`src/cgsr_pkg.sv`:
```
package cgsr_pkg;

	// access kinds
	localparam logic OP_READ  = 1'b0;
	localparam logic OP_WRITE = 1'b1;

	// port register selects
	localparam logic [1:0] SEL_DATA   = 2'd0;
	localparam logic [1:0] SEL_DIR    = 2'd1;
	localparam logic [1:0] SEL_RDEN   = 2'd2;
	localparam logic [1:0] SEL_UNUSED = 2'd3;

	// configuration register indexes
	localparam logic CFG_CLOCK_EN  = 1'b0;
	localparam logic CFG_RUMBLE_EN = 1'b1;

	// direction patterns that select a sensor
	localparam logic [7:0] DIR_LIGHT = 8'h07;
	localparam logic [7:0] DIR_TILT  = 8'h0b;

	// clock commands
	localparam logic [7:0] CMD_RESET    = 8'h60;
	localparam logic [7:0] CMD_WRITE    = 8'h62;
	localparam logic [7:0] CMD_STATUS   = 8'h63;
	localparam logic [7:0] CMD_CONTINUE = 8'h64;
	localparam logic [7:0] CMD_DATETIME = 8'h65;
	localparam logic [7:0] CMD_TIME     = 8'h67;

	localparam logic [7:0]  STATUS_BYTE  = 8'h40;
	localparam logic [15:0] TILT_OFFSET  = 16'h06c0;
	localparam logic [15:0] CMD_START    = 16'h0005;

	typedef enum logic [3:0] {
		PH_IDLE = 4'b0001,
		PH_CMD  = 4'b0010,
		PH_SEND = 4'b0100,
		PH_RECV = 4'b1000
	} phase_t;

	typedef struct packed {
		logic        op;
		logic [1:0]  reg_select;
		logic [15:0] write_value;
		logic [7:0]  light_level;
		logic [15:0] tilt_z;
		logic [7:0]  time_year;
		logic [3:0]  time_month;
		logic [4:0]  time_day;
		logic [2:0]  time_weekday;
		logic [4:0]  time_hour;
		logic [5:0]  time_minute;
		logic [5:0]  time_second;
	} item_t;

	typedef struct packed {
		logic [7:0] read_data;
		logic       rumble_update;
		logic       rumble_on;
	} result_t;

	// binary 0..255 to two BCD digits of (v mod 100)
	function automatic logic [7:0] bcd8(input logic [7:0] v);
		logic [6:0]  r;
		logic [14:0] prod;
		logic [3:0]  tens;
		logic [6:0]  ones;
		if (v >= 8'd200) begin
			r = 7'(v - 8'd200);
		end else if (v >= 8'd100) begin
			r = 7'(v - 8'd100);
		end else begin
			r = v[6:0];
		end
		prod = 15'(r) * 15'd205;
		tens = prod[14:11];
		ones = r - 7'(tens) * 7'd10;
		return {tens, ones[3:0]};
	endfunction

endpackage

```
`src/cartridge_gpio_serial_rtc_unit.sv`:
```
// Cartridge GPIO port with serial clock, light and tilt sensors. Each item is
// one bus access to the data, direction or read-enable register; each gives
// exactly one result item carrying read data (zero for writes) and a rumble
// motor update. Items flow back to back: one item per cycle is accepted while
// the result side is not stalled by out_ready; each item is held in an input
// register and then moves on into an output register that holds its result.
// The input register and the output register let the block take
// a new item while a finished result still waits for out_ready. The port
// state (pins, direction, read enable, serial clock command and shift buffer,
// sensor counter) advances when an item moves from the input register to the
// output register. Configuration writes (clock_enable, rumble_enable) are
// taken at any edge with cfg_we high and should be issued only while idle.
module cartridge_gpio_serial_rtc_unit
	import cgsr_pkg::*;
(
	input  logic        clk,
	input  logic        arst_n,
	// configuration write port
	input  logic        cfg_we,
	input  logic        cfg_index,
	input  logic        cfg_data,
	// input channel
	input  logic        in_valid,
	output logic        in_ready,
	input  logic        op,
	input  logic [1:0]  reg_select,
	input  logic [15:0] write_value,
	input  logic [7:0]  light_level,
	input  logic [15:0] tilt_z,
	input  logic [7:0]  time_year,
	input  logic [3:0]  time_month,
	input  logic [4:0]  time_day,
	input  logic [2:0]  time_weekday,
	input  logic [4:0]  time_hour,
	input  logic [5:0]  time_minute,
	input  logic [5:0]  time_second,
	// result channel
	output logic        out_valid,
	input  logic        out_ready,
	output logic [7:0]  read_data,
	output logic        rumble_update,
	output logic        rumble_on
);

	logic    clock_en_q, rumble_en_q;
	logic    valid_s1;
	item_t   item_s1;
	logic    out_valid_q;
	result_t res_q;
	result_t res_d;
	logic    advance;

	// configuration registers
	always_ff @(posedge clk or negedge arst_n) begin
		if (!arst_n) begin
			clock_en_q  <= 1'b1;
			rumble_en_q <= 1'b0;
		end else if (cfg_we) begin
			case (cfg_index)
				CFG_CLOCK_EN:  clock_en_q  <= cfg_data;
				CFG_RUMBLE_EN: rumble_en_q <= cfg_data;
				default:       clock_en_q  <= clock_en_q;
			endcase
		end
	end

	// move the held item into the result register when that slot frees up
	assign advance  = valid_s1 && (!out_valid_q || out_ready);
	assign in_ready = !valid_s1 || advance;

	always_ff @(posedge clk or negedge arst_n) begin
		if (!arst_n) begin
			valid_s1 <= 1'b0;
		end else if (in_ready) begin
			valid_s1 <= in_valid;
		end
	end

	// payload of the input register: hold while stalled
	always_ff @(posedge clk) begin
		if (in_valid && in_ready) begin
			item_s1 <= '{op: op, reg_select: reg_select, write_value: write_value,
				light_level: light_level, tilt_z: tilt_z, time_year: time_year,
				time_month: time_month, time_day: time_day,
				time_weekday: time_weekday, time_hour: time_hour,
				time_minute: time_minute, time_second: time_second};
		end
	end

	cgsr_port_core u_core (
		.clk           (clk),
		.arst_n        (arst_n),
		.clock_enable  (clock_en_q),
		.rumble_enable (rumble_en_q),
		.advance       (advance),
		.item          (item_s1),
		.result        (res_d)
	);

	// result register: drop the valid once taken unless a new item arrives
	always_ff @(posedge clk or negedge arst_n) begin
		if (!arst_n) begin
			out_valid_q <= 1'b0;
		end else if (advance) begin
			out_valid_q <= 1'b1;
		end else if (out_ready) begin
			out_valid_q <= 1'b0;
		end
	end

	always_ff @(posedge clk) begin
		if (advance) begin
			res_q <= res_d;
		end
	end

	assign out_valid     = out_valid_q;
	assign read_data     = res_q.read_data;
	assign rumble_update = res_q.rumble_update;
	assign rumble_on     = res_q.rumble_on;

	a_on_needs_update: assert property (@(posedge clk) disable iff (!arst_n)
		out_valid_q && res_q.rumble_on |-> res_q.rumble_update)
		else $error("rumble level given without an update");

	a_empty_takes: assert property (@(posedge clk) disable iff (!arst_n)
		!valid_s1 |-> in_ready)
		else $error("input refused with an empty input register");

	a_no_drop: assert property (@(posedge clk) disable iff (!arst_n)
		out_valid_q && !out_ready |=> out_valid_q)
		else $error("result dropped before it was taken");

	a_advance_frees: assert property (@(posedge clk) disable iff (!arst_n)
		valid_s1 && !out_valid_q |-> in_ready)
		else $error("input stalled while the result register is free");

endmodule

```
`src/cgsr_port_core.sv`:
```
module cgsr_port_core
	import cgsr_pkg::*;
(
	input  logic    clk,
	input  logic    arst_n,
	input  logic    clock_enable,
	input  logic    rumble_enable,
	input  logic    advance,
	input  item_t   item,
	output result_t result
);

	logic [7:0] pins_q, dir_q, rden_q, cmd_q, sc_q;
	logic [2:0] tb_q, strobe_q;
	logic [5:0] bc_q;
	phase_t     phase_q;
	logic [7:0] sbuf_q [8];

	logic [7:0] n_pins, n_dir, n_rden, n_cmd, n_sc;
	logic [2:0] n_tb, n_strobe;
	logic [5:0] n_bc;
	phase_t     n_phase;
	logic [7:0] n_sbuf [8];

	logic [15:0] tilt_v;
	logic [15:0] value;
	logic [7:0]  rd;
	logic [2:0]  idx;
	logic        bit_out;
	logic        upd, on;

	assign value  = item.write_value;
	assign tilt_v = TILT_OFFSET + item.tilt_z;
	assign idx    = bc_q[5:3];

	always_comb begin
		n_pins   = pins_q;
		n_dir    = dir_q;
		n_rden   = rden_q;
		n_cmd    = cmd_q;
		n_sc     = sc_q;
		n_tb     = tb_q;
		n_strobe = strobe_q;
		n_bc     = bc_q;
		n_phase  = phase_q;
		n_sbuf   = sbuf_q;
		rd       = '0;
		upd      = 1'b0;
		on       = 1'b0;
		bit_out  = sbuf_q[idx][bc_q[2:0]];

		if (item.op == OP_READ) begin
			case (item.reg_select)
				SEL_RDEN: rd = rden_q;
				SEL_DIR:  rd = dir_q;
				SEL_DATA: begin
					if (rden_q[0]) begin
						if (dir_q == DIR_LIGHT && sc_q >= item.light_level) begin
							rd[3] = 1'b1;
						end
						if (dir_q == DIR_TILT && sc_q < 8'd16) begin
							rd[2] = tilt_v[sc_q[3:0]];
						end
						if (clock_enable && dir_q[2]) begin
							rd = rd | pins_q;
						end
					end
				end
				default: rd = '0;
			endcase
		end else begin
			case (item.reg_select)
				SEL_RDEN: n_rden = value[7:0];
				SEL_DIR: begin
					n_dir = value[7:0];
					if (rumble_enable && !value[3]) begin
						upd = 1'b1;
					end
				end
				SEL_DATA: begin
					if (rumble_enable && dir_q[3]) begin
						upd = 1'b1;
						on  = value[3];
					end
					if (dir_q == DIR_LIGHT) begin
						if (value[1]) begin
							n_sc = '0;
						end
						if (value[0] && !strobe_q[0]) begin
							n_sc = n_sc + 8'd1;
						end
						n_strobe = value[2:0];
					end
					if (dir_q == DIR_TILT) begin
						if (value[1]) begin
							n_sc = n_sc - 8'd1;
						end
						if (value[0]) begin
							n_sc = 8'd15;
						end
						n_pins = value[7:0] & dir_q;
					end
					if (dir_q[2]) begin
						if (phase_q == PH_IDLE && n_pins == 8'd1 && value == CMD_START) begin
							n_phase = PH_CMD;
							n_bc    = '0;
							n_cmd   = '0;
						end else if (!n_pins[0] && value[0]) begin
							n_pins = value[7:0];
							case (phase_q)
								PH_CMD: begin
									n_cmd = cmd_q | (8'(value[1]) << (3'd7 - bc_q[2:0]));
									n_bc  = bc_q + 6'd1;
									if (n_bc == 6'd8) begin
										n_bc = '0;
										case (n_cmd)
											CMD_RESET: n_phase = PH_IDLE;
											CMD_WRITE: begin
												n_phase = PH_RECV;
												n_tb    = 3'd1;
											end
											CMD_STATUS: begin
												n_tb      = 3'd1;
												n_sbuf[0] = STATUS_BYTE;
												n_phase   = PH_SEND;
											end
											CMD_CONTINUE: n_phase = PH_CMD;
											CMD_DATETIME: begin
												n_tb      = 3'd7;
												n_sbuf[0] = bcd8(item.time_year);
												n_sbuf[1] = bcd8(8'(item.time_month) + 8'd1);
												n_sbuf[2] = bcd8(8'(item.time_day));
												n_sbuf[3] = bcd8(8'(item.time_weekday));
												n_sbuf[4] = bcd8(8'(item.time_hour));
												n_sbuf[5] = bcd8(8'(item.time_minute));
												n_sbuf[6] = bcd8(8'(item.time_second));
												n_phase   = PH_SEND;
											end
											CMD_TIME: begin
												n_tb      = 3'd3;
												n_sbuf[0] = bcd8(8'(item.time_hour));
												n_sbuf[1] = bcd8(8'(item.time_minute));
												n_sbuf[2] = bcd8(8'(item.time_second));
												n_phase   = PH_SEND;
											end
											default: n_phase = PH_IDLE;
										endcase
									end
								end
								PH_SEND: begin
									if (!dir_q[1]) begin
										n_pins[1] = bit_out;
										n_bc      = bc_q + 6'd1;
										if (n_bc == {n_tb, 3'b000}) begin
											n_bc    = '0;
											n_phase = PH_IDLE;
										end
									end
								end
								PH_RECV: begin
									if (dir_q[1]) begin
										n_sbuf[idx] = {value[1], sbuf_q[idx][7:1]};
										n_bc        = bc_q + 6'd1;
										if (n_bc == {n_tb, 3'b000}) begin
											n_bc    = '0;
											n_phase = PH_IDLE;
										end
									end
								end
								default: n_bc = bc_q;
							endcase
						end else begin
							n_pins = value[7:0];
						end
					end
				end
				default: n_rden = rden_q;
			endcase
		end
	end

	assign result = '{read_data: rd, rumble_update: upd, rumble_on: on};

	always_ff @(posedge clk or negedge arst_n) begin
		if (!arst_n) begin
			pins_q   <= '0;
			dir_q    <= '0;
			rden_q   <= '0;
			cmd_q    <= '0;
			sc_q     <= '0;
			tb_q     <= '0;
			strobe_q <= '0;
			bc_q     <= '0;
			phase_q  <= PH_IDLE;
			for (int i = 0; i < 8; i++) begin
				sbuf_q[i] <= '0;
			end
		end else if (advance) begin
			pins_q   <= n_pins;
			dir_q    <= n_dir;
			rden_q   <= n_rden;
			cmd_q    <= n_cmd;
			sc_q     <= n_sc;
			tb_q     <= n_tb;
			strobe_q <= n_strobe;
			bc_q     <= n_bc;
			phase_q  <= n_phase;
			sbuf_q   <= n_sbuf;
		end
	end

	a_cmd_count: assert property (@(posedge clk) disable iff (!arst_n)
		phase_q == PH_CMD |-> bc_q < 6'd8)
		else $error("command bit count past one byte");

	a_send_len: assert property (@(posedge clk) disable iff (!arst_n)
		(phase_q == PH_SEND || phase_q == PH_RECV) |-> tb_q != 3'd0)
		else $error("transfer started with no byte count");

	a_phase_onehot: assert property (@(posedge clk) disable iff (!arst_n)
		$onehot(phase_q))
		else $error("clock machine phase not one-hot");

endmodule
```
`config.mk`:
```
export PLATFORM = sky130hd
export DESIGN_NAME = cartridge_gpio_serial_rtc_unit
export DESIGN_NICKNAME = d
export VERILOG_FILES = /design/src/cgsr_pkg.sv /design/src/cartridge_gpio_serial_rtc_unit.sv /design/src/cgsr_port_core.sv
export SDC_FILE = /design/constraint.sdc
export NUM_CORES = 1
export LEC_CHECK = 0
export BUFFER_PORTS_ARGS = -buffer_cell sky130_fd_sc_hd__buf_2
export CAP_MARGIN = 20
export CORE_AREA = 2 2 170 172
export CTS_CLUSTER_SIZE = 24
export DETAILED_ROUTE_END_ITERATION = 8
export DIE_AREA = 0 0 172 174
export GPL_TIMING_DRIVEN = 1
export PLACE_DENSITY = 0.75
export SLEW_MARGIN = 20
export SYNTH_ARGS = -nofsm -noshare
export SYNTH_HDL_FRONTEND = slang
export SYNTH_SLANG_ARGS = --single-unit
```
`constraint.sdc`:
```
create_clock -name clk -period 6.4 [get_ports clk]
set_input_delay 0.32 -clock clk [delete_from_list [all_inputs] [get_ports clk]]
set_output_delay 0.32 -clock clk [all_outputs]
set_load 0.05 [all_outputs]
```
==> results of run 1 <==
==> cell type report <==
cell class | count | area [um2]
fill | 2279 | 10500
multi-input combinational | 1063 | 8810
sequential | 212 | 5760
timing repair buffer | 194 | 1420
clock buffer | 36 | 727
inverter | 131 | 492
tap | 384 | 480
clock inverter | 9 | 61.3
==> per-layer routing <==
layer | part of all wire | up-vias
met5 | 0 | -
met4 | 0.027 | 0
met3 | 0.054 | 79
met2 | 0.50 | 408
met1 | 0.42 | 5773
li1 | - | 5664
==> repair_timing <==
item / in CTS / in global routing
hold buffers: 82 / 0
gates resized for setup: 0 / 6
buffers inserted: 0 / 5
hold endpoints to repair: 147 / 0
setup endpoints to repair: 0 / 3
==> how the worst min path moves through the flow <==
stage,from,endpoint,cells after the start
CTS,cfg_data,clock_en_q,2
floorplan,arst_n,out_valid,0
finish,cfg_data,rumble_en_q,2
global route,cfg_data,rumble_en_q,2
detailed placement,u_core.rden_q[3],u_core.rden_q[3],2
global placement,u_core.sbuf_q[5],u_core.sbuf_q[5],2
==> cells in the final DEF (no fill, tap or decap), drive strengths merged, types with 33 or more instances in the layout <==
master,netlist,final
ha,206,206
inv,130,132
dfrtp,120,120
buf,29,112
nor2,104,104
nand2,102,102
edfxtp,90,90
dlygate4sd3,0,82
o21ai,79,79
a21oi,65,65
mux2,39,39
clkbuf,21,36
fa,33,33
==> cell families after synthesis <==
family,share of synthesized area
and+or+nand+nor,0.122
buffers and inverters,0.0478
adders and majority gates,0.212
AOI/OAI and AO/OA,0.150
DFF,0.377
xor gates and xnor gates,0.0368
muxes,0.0546
==> synth_stat cells (17+ instances only) <==
library cell,number,area share
nand3_1,31,0.010
dfrtp_1,120,0.20
fa_1,33,0.043
nor3_1,23,0.0075
a31oi_1,17,0.0070
nand2_1,102,0.025
buf_2,23,0.0075
o21ai_0,53,0.017
clkbuf_1,21,0.0052
a22oi_1,31,0.015
mux2i_1,26,0.017
o21ai_1,21,0.0069
xnor2_1,31,0.018
nor2_1,103,0.025
edfxtp_1,90,0.18
inv_1,130,0.032
ha_1,206,0.17
xor2_1,21,0.012
a21oi_1,59,0.019
nor2b_1,22,0.0090
mux2_2,39,0.029
==> worst max-delay path, delay by kind of cell (launching register included) <==
family                   cells  cell delay (ps)
flip-flops                   1              470
XOR/XNOR                     4              670
AO/OA/AOI/OAI                4             1080
AND/OR/NAND/NOR              5              660
adder cells (fa/ha/maj)      8             2620
buffers and inverters        5              490
==> per-stage QoR <==
step / cells / power, uW / hold slack, ps / setup WS, ps / setup TNS (ps)
detailed placement: 1897 / 3110 / 474 / 73.3 / 0
CTS: 2024 / 4520 / 26.8 / 52.8 / 0
global route: 2029 / 4840 / 33.9 / -3.70 / -3.70
global placement: 1897 / 3030 / 458 / 265 / 0
finish: 2029 / 4530 / 41.4 / 298 / 0
floorplan: 1456 / 2740 / 24.4 / 464 / 0
==> power breakdown <==
part / switching, uW / leakage (uW) / total [uW] / internal, uW
logic: 799 / 0.00533 / 1520 / 722
clock network: 579 / 0.000390 / 1370 / 791
registers: 115 / 0.00250 / 1640 / 1530
total: 1490 / 0.00822 / 4530 / 3040
==> sequential cells by signal (all words and copies together) (netlist names), 3 cells and up <==
signal / cells
item_s1: 80
u_core.sbuf_q: 64
read_data: 8
u_core.cmd_q: 8
u_core.dir_q: 8
u_core.pins_q: 8
u_core.rden_q: 8
u_core.sc_q: 8
u_core.bc_q: 6
u_core.phase_q: 4
u_core.tb_q: 3
==> flow_summary_export.csv, run 1 <==
group,metric,value,unit
finish,n_antenna_cell,0,
sta,finClkSkew,12.1,ps
floorplanning,die_w,172,um
clock_tree,numCtsBuffers,25,
setup_path,critical_path.endpoint,"u_core.sbuf_q[59]",
sta,max_freq,0.164,GHz
setup_path,cp-start-kind,"flop",
route,drt_iter0_drc,1039,
logic_synthesis,yosysSeqAreaShare,0.377,
sta,fin_crit,6100,ps
grt,first_global_vias,12193,
logic_synthesis,ys_seq_elements,212,
grt,met3_usage,0.0278,
route,drc,0,
grt,antenna_found_initial,0,
grt,grt_pass1_wl,60.0,mm
logic_synthesis,ys_warn_count,0,
grt,use_met1,0.319,
clock_tree,clk_pin_slew_worst_paths,60,ps
setup_path,r2r-end,"u_core.sbuf_q[59]",
route,post_drt_wl_per_cell,17.9,um
clock_tree,cts_tree,"built",
setup_path,path_common_cell,"ha_1",
setup_path,crit_path_start,"item_s1[32]",
logic_synthesis,synth-main-ff-cell,"dfrtp_1",
sta,maxSlewHeadroom,0.275,
setup_path,cp_data_arrival_time,6520,ps
clock_tree,cts_root_buffer,"clkbuf_16",
sta,slew_violations,0,
sta,post-route-period-util,0.953,
setup_path,crit_path_end_kind,"flop",
logic_synthesis,synthesis.instances,1456,
finish,final_nets,1953,
pwr,peakVddDrop,0.208,mV
grt,grt_usage,0.246,
floorplanning,dieArea,29900,um2
grt,grtUsageMet2,0.432,
floorplanning,coreArea,28200,um2
clock_tree,htree_num_levels,1,
sta,hold_viol,0,
logic_synthesis,synth_area,15300,um2
floorplanning,start_util,0.541,
clock_tree,clk_path_buf_depth,3,
logic_synthesis,syn_avg_cell_area,10.5,um2
setup_path,cp_data_required_time,6820,ps
logic_synthesis,synth_edf_count,90,
floorplanning,die-height,174,um
setup_path,rr_startpoint,"item_s1[32]",
floorplanning,ios,99,
placed_design,place_area,16100,um2
hold_path,hold_path_class,"input port to flop",
setup_path,cp_max_fo,6,
clock_tree,numClockSinks,212,
setup_path,r2r_cells,26,
grt,gr-total-overflow,0,
route,final_antenna_net_count,0,
placed_design,dp_hpwl,25.5,mm
finish,final_area,17700,um2
setup_path,cp_slowest_cell,"fa_1",
finish,fin_util,0.629,
outcome,outcome,"completed",
grt,grt_max_degree,69,
placed_design,gp_congestion,0.889,
finish,synthToLayoutAreaGrowth,16.2,%
logic_synthesis,synth_cell_types,92,
setup_path,crit_type,"flop to flop",
sta,report.final.setup_viol,0,
clock_tree,clkLatencyLatePin,550,ps
run,maxCapViolations,0,
placed_design,io_buffer_count,98,
logic_synthesis,synth-async-reset-ratio,0.575,
grt,busiest_layer,"met2",
route,num_vias,11924,
floorplanning,rows,62,
pwr,cellPowerDensity,256,nW/um2
sta,worstMarginPinSlew,1080,ps
finish,final_layout_size_suffix_gt1_frac,0.145,
route,dr.pass1.iters,6,
setup_path,max_stage_delay,500,ps
logic_synthesis,syn_nets,1782,
pwr,p_leak,0.00822,uW
route,routed_wirelength,36.4,mm
setup_path,r2r_setup_slack,300,ps
route,vias_per_cell,5.88,
No activity file was read; power rests on OpenSTA's default activity.
==> run 2: changes to the inputs <==
Settings changed: PLACE_DENSITY 0.75 to 0.83.
==> run 2 against run 1 <==
Sequential share of layout area fell by 0.15 points. Clock skew rose by 6.8 ps. Register-to-register slack got worse by 30 ps. Sequential power barely moved. Routed wire length rose by 1.3%. Combinational power barely moved. Critical endpoint unchanged. Highest routed layer unchanged.
==> flow_summary_export.csv, run 2 (same netlist as run 1, synthesis figures left out) <==
group,metric,value,unit
clock_tree,cts_tree,"built",
finish,multi_input_area,8820,um2
grt,first_global_vias,12419,
finish,regMostFlops,"item_s1",
finish,final_layout_size_suffix_gt1_frac,0.152,
clock_tree,cts_root_buffer,"clkbuf_16",
clock_tree,clk_path_buf_depth,3,
setup_path,critical_path.endpoint,"u_core.sbuf_q[59]",
setup_path,r2r-end,"u_core.sbuf_q[59]",
finish,synthToLayoutAreaGrowth,16.7,%
sta,report.final.setup_viol,0,
run,maxCapViolations,0,
floorplanning,die-height,174,um
clock_tree,numClockSinks,212,
finish,final_nets,1955,
route,highest_layer,"met4",
sta,setup_tns,0,ps
floorplanning,die_w,172,um
floorplanning,coreArea,28200,um2
sta,worstMarginPinSlew,980,ps
grt,grt_usage,0.247,
placed_design,io_buffer_count,98,
setup_path,rr_startpoint,"item_s1[31]",
route,wl_met2,18.6,mm
sta,max_freq,0.163,GHz
finish,regArea,5760,um2
route,route.met3.wl,2.34,mm
setup_path,cp_slowest_cell,"fa_1",
finish,n_antenna_cell,0,
setup_path,cp-start-kind,"flop",
sta,fin_crit,6130,ps
route,m1WireLength,14.4,mm
finish,finalNonFillerCells,2031,
clock_tree,clk_pin_slew_worst_paths,60,ps
setup_path,cp_data_arrival_time,6540,ps
setup_path,crit_path_end_kind,"flop",
route,drt_iter0_drc,1072,
setup_path,crit_type,"flop to flop",
grt,gr-total-overflow,0,
clock_tree,numCtsBuffers,24,
setup_path,cp_max_fo,4,
setup_path,max_stage_delay,490,ps
route,drc,0,
outcome,outcome,"completed",
finish,layout_common_cells,"206 x ha_1, 128 x inv_1, 120 x dfrtp_1",
route,final_antenna_net_count,0,
placed_design,gp_congestion,0.916,
sta,rsz0062_at_grt,"no",
floorplanning,ios,99,
setup_path,r2r_setup_slack,270,ps
sta,post-route-period-util,0.958,
floorplanning,start_util,0.541,
floorplanning,rows,62,
grt,grt_pass1_wl,59.7,mm
setup_path,crit_path_start,"item_s1[31]",
clock_tree,clkLatencyLatePin,540,ps
pwr,p_leak,0.00825,uW
route,post_drt_wl_per_cell,18.1,um
setup_path,cp_data_required_time,6800,ps
finish,final_common_cell,"ha_1",
placed_design,dp_hpwl,25.9,mm
sta,hold_viol,0,
sta,slew_violations,0,
finish,n_fill_cell,2255,
finish,largest_reg_flops,80,
sta,finClkSkew,18.9,ps
route,vias_per_cell,5.92,
grt,antenna_found_initial,0,
placed_design,dp_cells,1898,
floorplanning,dieArea,29900,um2
clock_tree,htree_num_levels,1,
route,routed_wirelength,36.8,mm
hold_path,hold_path_class,"input port to flop",
setup_path,path_common_cell,"ha_1",
pwr,peakVddDrop,0.241,mV
route,num_vias,12023,
finish,reg.largest.list,"item_s1 x80, u_core.sbuf_q x64",
grt,grt_max_degree,82,
sta,maxSlewHeadroom,0.342,
pwr,cellPowerDensity,259,nW/um2
setup_path,r2r_cells,27,
route,dr.pass1.iters,6,
[run 2: metal layers]
metal,vias up,global-route usage
met5,-,0
met4,0,0.0987
met3,129,0.0364
met2,516,0.437
met1,5727,0.303
li1,5651,-
[run 2: through the flow]
stage	cell area, um2	worst slack [ps]	hold slack, ps	utilization	total power [uW]
global route	17800	11.2	47.4	0.631	4910
finish	17800	266	48.8	0.631	4620
floorplan	15300	464	24.4	-	2740
detailed placement	16100	105	346	0.570	3110
CTS	17700	93.5	41.2	0.628	4570
global placement	16100	303	340	0.570	3020
[run 2: where the power goes]
| part | leakage, uW | switching, uW | internal [uW] |
|---|---|---|---|
| sequential | 0.00250 | 113 | 1530 |
| combinational | 0.00534 | 817 | 736 |
| clock | 0.000412 | 574 | 849 |
[run 2: how the worst min path moves through the flow]
stage                         from           endpoint  depth (start not counted)
after floorplan             arst_n          out_valid                          0
after CTS                 cfg_data         clock_en_q                          2
after detailed placement    arst_n  u_core.phase_q[3]                          1
after global routing      cfg_data         clock_en_q                          2
after global placement      arst_n   u_core.rden_q[6]                          1
final                     cfg_data         clock_en_q                          2
[run 2: cell type report]
type / count / share of cell area
flip-flops and latches: 212 / 0.323
multi-input cells: 1063 / 0.495
clock buffers: 35 / 0.0418
clock inverters: 9 / 0.00477
inverters: 131 / 0.0276
well taps: 384 / 0.0270
repair buffers: 197 / 0.0811
[run 2: critical path, delay by kind of cell (launching register included)]
kind,cells,cell delay [ps]
mux,1,250
fa+ha+maj,7,2470
compound gates,8,1120
flops,1,440
buf+inv,5,540
simple gates,1,400
xor+xnor,5,770
[run 2: repair_timing]
item	CTS	global route
gates resized for setup	0	11
hold buffers	82	0
setup endpoints to repair	0	2
endpoints found under the hold margin	121	0
buffers inserted	0	7
==> run 3: changes to the inputs <==
Settings changed: CELL_PAD_IN_SITES_DETAIL_PLACEMENT set to 1, CELL_PAD_IN_SITES_GLOBAL_PLACEMENT set to 1, CORE_AREA 2 2 170 172 to 2 2 186 188, CTS_BUF_LIST set to sky130_fd_sc_hd__clkbuf_4, DIE_AREA 0 0 172 174 to 0 0 188 190, PLACE_DENSITY 0.83 to 0.86.
==> run 3 against run 2 <==
Critical path depth did not move. Global-route usage rose by 0.13 points. Routed wire length rose by 21%. Worst hold slack improved by 87 ps. Sequential share of layout area fell by 0.46 points.
==> flow_summary_export.csv, run 3 (same netlist as run 1, synthesis figures left out) <==
group,metric,value,unit
pwr,power_switching,1690,uW
route,vias_per_cell,5.70,
finish,fin_util,0.533,
finish,finalNonFillerCells,2185,
setup_path,crit_type,"flop to flop",
sta,whs,136,ps
floorplanning,rows,68,
finish,n_fill_cell,3701,
finish,reg.largest.list,"item_s1 x80, u_core.sbuf_q x64",
clock_tree,clk_path_buf_depth,3,
pwr,power_frac_comb,0.368,
route,drc,0,
pwr,clockPowerShare,0.282,
grt,grt_usage,0.249,
setup_path,cp_slowest_cell,"fa_1",
route,post_drt_wl_per_cell,20.4,um
route,dr.pass1.iters,7,
sta,slew_violations,0,
finish,final_layout_size_suffix_gt1_frac,0.191,
floorplanning,ios,99,
finish,final_nets,2002,
route,final_antenna_net_count,0,
finish,layout_common_cells,"200 x ha_1, 128 x inv_1, 120 x dfrtp_1",
grt,grt_max_degree,69,
run,maxCapViolations,0,
pwr,p_leak,0.00838,uW
hold_path,hold_path_class,"input port to async pin",
clock_tree,clkLatencyLatePin,790,ps
placed_design,dp_cells,1972,
pwr,cellPowerDensity,260,nW/um2
sta,finalWorstSetupSlack,13.8,ps
grt,antenna_found_initial,3,
clock_tree,cts_root_buffer,"clkbuf_4",
setup_path,r2r_setup_slack,10,ps
pwr,swShare,0.359,
placed_design,place_area,16200,um2
grt,gr-total-overflow,0,
pwr,peakVddDrop,0.186,mV
placed_design,io_buffer_count,98,
pwr,intPower,3010,uW
route,drt_iter0_drc,722,
finish,regMostFlops,"item_s1",
finish,final_common_cell,"ha_1",
finish,largest_reg_flops,80,
finish,regArea,5760,um2
floorplanning,coreArea,33900,um2
grt,grt_pass1_wl,71.1,mm
floorplanning,die-height,190,um
finish,synthToLayoutAreaGrowth,18.4,%
pwr,p_seq_frac,0.350,
clock_tree,clk_pin_slew_worst_paths,70,ps
setup_path,cp_data_arrival_time,7050,ps
sta,fin_crit,6390,ps
sta,maxSlewHeadroom,0.302,
outcome,outcome,"completed",
grt,first_global_vias,13736,
floorplanning,dieArea,35700,um2
floorplanning,start_util,0.450,
sta,finClkSkew,56.3,ps
sta,worstMarginPinSlew,1050,ps
clock_tree,htree_num_levels,2,
sta,post-route-period-util,0.998,
setup_path,cp_data_required_time,7060,ps
setup_path,cp-start-kind,"flop",
placed_design,gp_congestion,0.883,
floorplanning,die_w,188,um
finish,multi_input_area,8900,um2
route,routed_wirelength,44.7,mm
placed_design,dp_hpwl,30.4,mm
setup_path,crit_path_end_kind,"flop",
clock_tree,numClockSinks,212,
setup_path,cp_max_fo,4,
placed_design,dpl_worst_slack,-15.4,ps
clock_tree,cts_tree,"built",
setup_path,max_stage_delay,490,ps
sta,report.final.setup_viol,0,
clock_tree,numCtsBuffers,59,
route,num_vias,12465,
sta,max_freq,0.157,GHz
sta,hold_viol,0,
finish,final_area,18100,um2
[run 3: layout make-up]
class | instances | area share
Multi-Input combinational cell | 1063 | 0.492
Sequential cell | 212 | 0.318
Timing Repair Buffer | 209 | 0.0857
Clock buffer | 97 | 0.0403
Tap cell | 455 | 0.0315
Inverter | 131 | 0.0272
Clock inverter | 15 | 0.00408
Antenna cell | 3 | 0.000415
[run 3: critical path: cells and delay by family (launching register included)]
kind | cells | cell delay, ps
AOI/OAI and AO/OA | 4 | 800
xor gates and xnor gates | 5 | 980
DFF | 1 | 450
buffers and inverters | 5 | 500
and+or+nand+nor | 4 | 840
adders and majority gates | 8 | 2400
muxes | 1 | 260
[run 3: worst paths after layout]
kind	start	endpoint	depth (start not counted)
worst max-delay path	item_s1[31]	u_core.sbuf_q[59]	27
min in group clk	time_hour[0]	item_s1[12]	2
worst max register to register	item_s1[31]	u_core.sbuf_q[59]	27
worst min-delay path	arst_n	u_core.phase_q[1]	2
max in group asynchronous	arst_n	u_core.sbuf_q[32]	3
worst min register to register	u_core.sbuf_q[3]	u_core.sbuf_q[3]	2
[run 3: what timing repair did]
action                                 CTS  global route
hold buffers                            88             0
resized for setup                        1            24
endpoints found under the hold margin  138             0
setup endpoints to repair                1             2
pin swaps                                2            12
buffers inserted                         1             9
[run 3: per-stage QoR]
step                setup TNS, ps  total power, uW
finish                          0             4700
global route                 -273             5030
CTS                             0             4570
detailed placement          -15.4             3190
global placement                0             3050
floorplan                       0             2740
[run 3: power groups by stage]
| stage | combinational [uW] | sequential, uW | clock [uW] |
|---|---|---|---|
| 2_1_floorplan | 1100 | 1640 | 0 |
| 3_3_place_gp | 1390 | 1660 | 0 |
| 3_5_place_dp | 1520 | 1670 | 0 |
| 4_1_cts | 1580 | 1640 | 1350 |
| 5_1_grt | 1930 | 1660 | 1440 |
| 6_report | 1730 | 1650 | 1320 |
[run 3: layer usage]
layer  GRT usage  share of wire  up-vias
li1            -              -     5778
met2       0.459           0.52      357
met5           0              0        -
met1       0.283           0.39     6221
met3      0.0535          0.054      109
met4      0.0896          0.032        0
